<file path="src/rtl/rvmm_pkg.sv">
// ----------------------------------------------------------------------------
// rvmm_pkg
// Shared types and constants for the row vector by matrix multiply block.
// ----------------------------------------------------------------------------
package rvmm_pkg;

  // Built sizes
  localparam int MAX_SIZE = 16;
  localparam int IDX_W    = 4;   // bits of a row or column index
  localparam int DATA_W   = 32;
  localparam int SIZE_W   = 5;   // matrix_size register width
  localparam int MAT_AW   = 2 * IDX_W;
  localparam int CFG_AW   = 3;   // byte address of the register file
  localparam int CFG_DW   = 32;

  // Register index, taken from the word part of paddr
  localparam logic REG_MATRIX_SIZE = 1'b0;

  // Reset value of matrix_size
  localparam logic [SIZE_W-1:0] SIZE_RESET = SIZE_W'(MAX_SIZE);

  // Item action codes
  typedef enum logic [1:0] {
    ACT_LOAD_VEC = 2'd0,
    ACT_LOAD_MAT = 2'd1,
    ACT_COMPUTE  = 2'd2
  } action_e;

  // Input item
  typedef struct packed {
    action_e                   action;
    logic [IDX_W-1:0]          row_index;
    logic [IDX_W-1:0]          col_index;
    logic signed [DATA_W-1:0]  element_value;
  } item_t;

  // Result item
  typedef struct packed {
    logic [IDX_W-1:0]          column;
    logic signed [DATA_W-1:0]  dot_product;
    logic                      last;
  } result_t;

  // One multiply-accumulate step issued by the controller
  typedef struct packed {
    logic             valid;
    logic [IDX_W-1:0] k;        // vector position / matrix row
    logic [IDX_W-1:0] j;        // matrix column
    logic             first;    // first term of a column sum
    logic             last_k;   // last term of a column sum
    logic             last_col; // final column of the row
  } issue_t;

endpackage

</file>
<file path="src/rtl/rvmm_ctrl.sv">
// ----------------------------------------------------------------------------
// rvmm_ctrl
// Sequencer: walks columns and terms of a compute item, one MAC step a cycle.
// ----------------------------------------------------------------------------
module rvmm_ctrl (
  input  logic                         clk_i,
  input  logic                         rst_ni,
  input  logic                         compute_i,  // compute item accepted
  input  logic [rvmm_pkg::SIZE_W-1:0]  size_i,
  output logic                         busy_o,
  output rvmm_pkg::issue_t             issue_o
);
  import rvmm_pkg::*;

  typedef enum logic {
    ST_IDLE,
    ST_RUN
  } state_e;

  state_e           state_q, state_d;
  logic [IDX_W-1:0] k_q, k_d;
  logic [IDX_W-1:0] j_q, j_d;
  logic [IDX_W-1:0] nm1_q, nm1_d;
  logic [SIZE_W-1:0] n_sat;

  // Active size, saturated to the built maximum
  assign n_sat = (size_i > SIZE_W'(MAX_SIZE)) ? SIZE_W'(MAX_SIZE) : size_i;

  // Next state
  always_comb begin
    state_d = state_q;
    k_d     = k_q;
    j_d     = j_q;
    nm1_d   = nm1_q;
    case (state_q)
      ST_IDLE: begin
        if (compute_i && (n_sat != '0)) begin
          state_d = ST_RUN;
          k_d     = '0;
          j_d     = '0;
          nm1_d   = IDX_W'(n_sat - SIZE_W'(1));
        end
      end
      ST_RUN: begin
        if (k_q == nm1_q) begin
          k_d = '0;
          j_d = j_q + IDX_W'(1);
          if (j_q == nm1_q) begin
            state_d = ST_IDLE;
          end
        end else begin
          k_d = k_q + IDX_W'(1);
        end
      end
      default: state_d = ST_IDLE;
    endcase
  end

  // State and counters
  always_ff @(posedge clk_i or negedge rst_ni) begin
    if (!rst_ni) begin
      state_q <= ST_IDLE;
      k_q     <= '0;
      j_q     <= '0;
      nm1_q   <= '0;
    end else begin
      state_q <= state_d;
      k_q     <= k_d;
      j_q     <= j_d;
      nm1_q   <= nm1_d;
    end
  end

  // Commands to the datapath
  assign busy_o            = (state_q == ST_RUN);
  assign issue_o.valid     = (state_q == ST_RUN);
  assign issue_o.k         = k_q;
  assign issue_o.j         = j_q;
  assign issue_o.first     = (k_q == '0);
  assign issue_o.last_k    = (k_q == nm1_q);
  assign issue_o.last_col  = (j_q == nm1_q);

endmodule

</file>
<file path="config.mk">
export PLATFORM = sky130hd
export DESIGN_NAME = rvmm_ctrl
export DESIGN_NICKNAME = d
export VERILOG_FILES = /design/src/rtl/rvmm_pkg.sv /design/src/rtl/rvmm_ctrl.sv
export SDC_FILE = /design/constraint.sdc
export NUM_CORES = 1
export LEC_CHECK = 0
export ABC_AREA = 1
export BUFFER_PORTS_ARGS = -buffer_cell sky130_fd_sc_hd__buf_2
export CAP_MARGIN = 40
export CORE_ASPECT_RATIO = 1.1
export CORE_UTILIZATION = 30
export DETAILED_ROUTE_END_ITERATION = 8
export PLACE_DENSITY = 0.6
export SLEW_MARGIN = 20
export SYNTH_ARGS = -nofsm -noshare
export SYNTH_HDL_FRONTEND = slang
export SYNTH_SLANG_ARGS = --single-unit
export TNS_END_PERCENT = 1
</file>
<file path="constraint.sdc">
create_clock -name clk_i -period 1.39 [get_ports clk_i]
set_clock_uncertainty 0.2 [all_clocks]
set_input_delay 0.278 -clock clk_i [delete_from_list [all_inputs] [get_ports clk_i]]
set_output_delay 0.278 -clock clk_i [all_outputs]
set_load 0.1 [all_outputs]
</file>
; ---- After elaboration in Yosys (flattened, before gate mapping)
; Cells that the tools add are included.
[word_totals]
regBits = 13
in_bits = 8
output_inout_bits = 13
elab_cells = 28
[op_classes]
n_addsub = 3
n_lt_le_gt_ge = 1
n_eq_ne = 4
n_mux = 10
bitwise_logic = 1
reduce_logical = 5
[op_table]
columns = cell, count
row1 = $pmux 4 s2, 2
row2 = $mux 4, 3
row3 = $add 4x1->4 const B, 2
row4 = $eq 4x4->1, 2
row5 = $gt 5x5->1 const B, 1
row6 = $mux 5, 1
row7 = $reduce_bool 5->1, 1
row8 = $logic_not 4->1, 1
row9 = $ne 2x2->1 const B, 2
row10 = $reduce_and 2->1, 2
row11 = $sub 4x1->4 const B, 1
row12 = $mux 1, 3
row13 = $pmux 1 s2, 1
row14 = $logic_and 1x1->1, 1
row15 = $not 1->1, 1

; ---- Depth between registers and ports, before layout
[logic_depth]
depth_word = 6
ltp_mapped = 10

; ---- Least setup slack after synthesis
; No wires, ideal clock.
[synth_timing]
path_type = reg2out
start = reg k_q[1]
end = out issue_o[2] in the netlist's numbering
t_arrival_ps = 2417
required_time_ps = 912
path_slack_ps = -1505
stages_incl_launch_ff = 5
n_path_buf = 0
path_cell_list = dfrtp_1 -> inv_1 -> ha_1 -> nand2_1 -> nor2_1
[synth_rtl]
columns = element, line_no
row1 = start: declaration, rvmm_ctrl.sv:21  ; logic [IDX_W-1:0] k_q, k_d;
row2 = start signal: assignment, rvmm_ctrl.sv:68  ; k_q <= k_d;
row3 = end: declaration, rvmm_ctrl.sv:11  ; output rvmm_pkg::issue_t issue_o

==> results.yml <==
finish:
  nNetsFinal: 171
  fill_cells: 242
  area_delta_synth_final_pct: 82.3
  diodes: 0
  stdcell_area_sq_mm: 0.00157
  drive_gt1_share_pct: 57.0
sta:
  finalCritPeriodShare_pct: 138
  rsz0062_at_grt: "true"
  fmax_mhz: 522
  setup_viol: 23
  fin_ws_ps: -526
  worst_slew_pin_slew_ps: 315
  fin_crit_ps: 1920
  hold_viol: 0
  slew_violations: 0
  slew_headroom_pct: 79.0
  hold_slack_ps: 160
clock_network:
  clkSinkCount: 13
  clockBufferDepth: 2
  clkTransAtPathRegs_ps: 90
  cts_made_buffers: 3
  clk_latency_ps: 290
  cts_tree: "yes"
  h-tree-depth: 1
  cts_root_buffer: "clkbuf_4"
global_routing:
  grt-ovfl-total: 0
  grt_pass1_vias: 848
  grt_max_degree: 14
  grt.total_usage_pct: 17.0
  grt_pass1_wl_microns: 3750
  antenna_found_initial: 0
power:
  p_per_area_mw_per_mm2: 440
  leakagePower_nw: 0.734
  ir_worst_vdd_mv: 0.256
setup_path:
  r2r_start: "j_q[3]"
  start_kind: "flop"
  startpoint: "j_q[3]"
  cp.arrival_ps: 1440
  crit_required_ps: 910
  setup.worst_path.end_class: "output port"
  r2r-end: "busy_o"
  path_max_fanout: 2
  r2r_cells: 7
  r2r_setup_slack_ps: -170
  crit_type: "flop to output port"
  crit_end: "issue_o[0]"
logic_synthesis:
  yosys.area.top_type: "dfrtp_1"
  synthCells: 111
  synthesis.area_sq_um: 861
  ys_ff_latch: 13
  synth.most_common_cell: "nand2_1"
  syn_nets: 123
  yosys.area.top_type_share_pct: 37.8
  ys_types: 16
  ys_top_cells_by_count: "nand2_1 (31), dfrtp_1 (13), inv_1 (13), nand3_1 (13), o21ai_0 (9)"
  synth_area_leaders: "dfrtp_1 (38%), nand2_1 (14%), xor2_1 (8.1%)"
  async_reset_ff_share_pct: 100
  synth_edf_count: 0
  synth-seq-area-share_pct: 37.8
  yosysWarningCount: 0
  syn_avg_cell_area_sq_um: 7.76
  ys.flop_type: "dfrtp_1"
placement:
  place_area_sq_mm: 0.00141
  pre_cts_slack_ps: -457
  io_buffers: 20
  place_congestion: 0.776
  dp_hpwl_microns: 1730
drt:
  ant_nets: 0
  wl_microns: 2260
  first_iter_violations: 18
  via_count: 866
  post_drt_via_cell_ratio: 4.53
  dr.pass1.iters: 4
  wl_per_cell_microns: 11.8
  drc_errors: 0
floorplanning:
  io_pins: 21
  die_h_microns: 58.2
  core-area_sq_mm: 0.00275
  num_rows: 20
  initial_core_util_pct: 31.3
  die_area_sq_mm: 0.00309
  die_x_microns: 53.1
run:
  maxCapViolCount: 0
outcome:
  violations: "negative setup slack"
  status: "finished, violations left"
worst_hold_path:
  hold_path_class: "primary input to flop"
[state kept, by name (all words and copies together), names as in the netlist]
register and flops:
j_q 4, nm1_q 4, busy_o 1, k_q 4
[layer usage]
layer  vias up  GRT usage (%)  wire length (microns)
met2        21           29.1                   1250
met5         -              0                      0
met4         0           8.65                     41
met3         5           3.41                     62
li1        437              -                      -
met1       403           19.5                    900
[area by class of cell]
| type | count | area, sq um | area share (%) |
|---|---|---|---|
| inverters | 17 | 76.3 | 4.86 |
| flip-flops and latches | 13 | 358 | 22.8 |
| clock buffers | 4 | 26.3 | 1.67 |
| repair buffers | 44 | 512 | 32.6 |
| multi-input cells | 80 | 556 | 35.4 |
| well taps | 33 | 41.3 | 2.63 |
[metrics by stage]
stage	utilization, %	setup TNS [ps]	power (mW)	std cells
2_1_floorplan	-	-3560	0.403	111
4_1_cts	54.5	-3750	0.689	191
3_3_place_gp	51.3	-4320	0.435	185
5_1_grt	57.0	-4850	0.720	191
6_report	57.0	-3480	0.691	191
3_5_place_dp	51.3	-6000	0.438	185
[how the worst min path moves through the flow]
stage	startpoint	endpoint	cells after the start
final	compute_i	nm1_q[1]	3
after global routing	compute_i	nm1_q[1]	3
after floorplan	rst_ni	busy_o	0
after detailed placement	rst_ni	k_q[0]	1
after global placement	rst_ni	k_q[1]	1
after CTS	compute_i	nm1_q[2]	3
[report_power, final]
| part | switching (mW) | internal (mW) | total (mW) |
|---|---|---|---|
| registers | 0 | 0.377 | 0.377 |
| clock network | 0.136 | 0.112 | 0.248 |
| logic | 0.0369 | 0.0292 | 0.0662 |
| total | 0.173 | 0.518 | 0.691 |
[logic make-up after synthesis]
kind of cell / count (synthesis) / share of synthesized area (%)
adder cells (fa/ha/maj): 4 / 5.81
XOR/XNOR: 9 / 9.16
AND/OR/NAND/NOR: 58 / 33.7
AO/OA/AOI/OAI: 9 / 5.23
flip-flops: 13 / 37.8
buffers and inverters: 18 / 8.29
[worst max-delay path: stages (launching register included)]
cell and delay (ps):
dfrtp_4 490, xor2_1 150, nor2_1 150, nand2_2 100
clkinvlp_4 90, buf_12 160
[cells in the final DEF, fill, tap and decap left out, types with 3 or more instances in the layout]
master	Yosys	layout
nand2_2	2	10
xor2_1	8	7
dfrtp_4	0	8
nand2_1	31	23
buf_12	0	13
buf_6	0	9
o21ai_0	9	3
buf_4	1	14
buf_2	0	7
nor2_4	2	4
dfrtp_1	13	3
inv_1	13	9
o21ai_1	0	5
nand3_1	13	10
clkbuf_4	0	3
inv_2	4	4
nand3_4	0	3
ha_1	4	3
[timing repair]
item,CTS,global route
setup buffers,1,0
endpoints found under the setup margin,26,26
gates resized for setup,13,22
pin swaps,6,6
endpoints found under the hold margin,13,0
hold buffers,1,0
No activity file was read; power rests on OpenSTA's default activity.
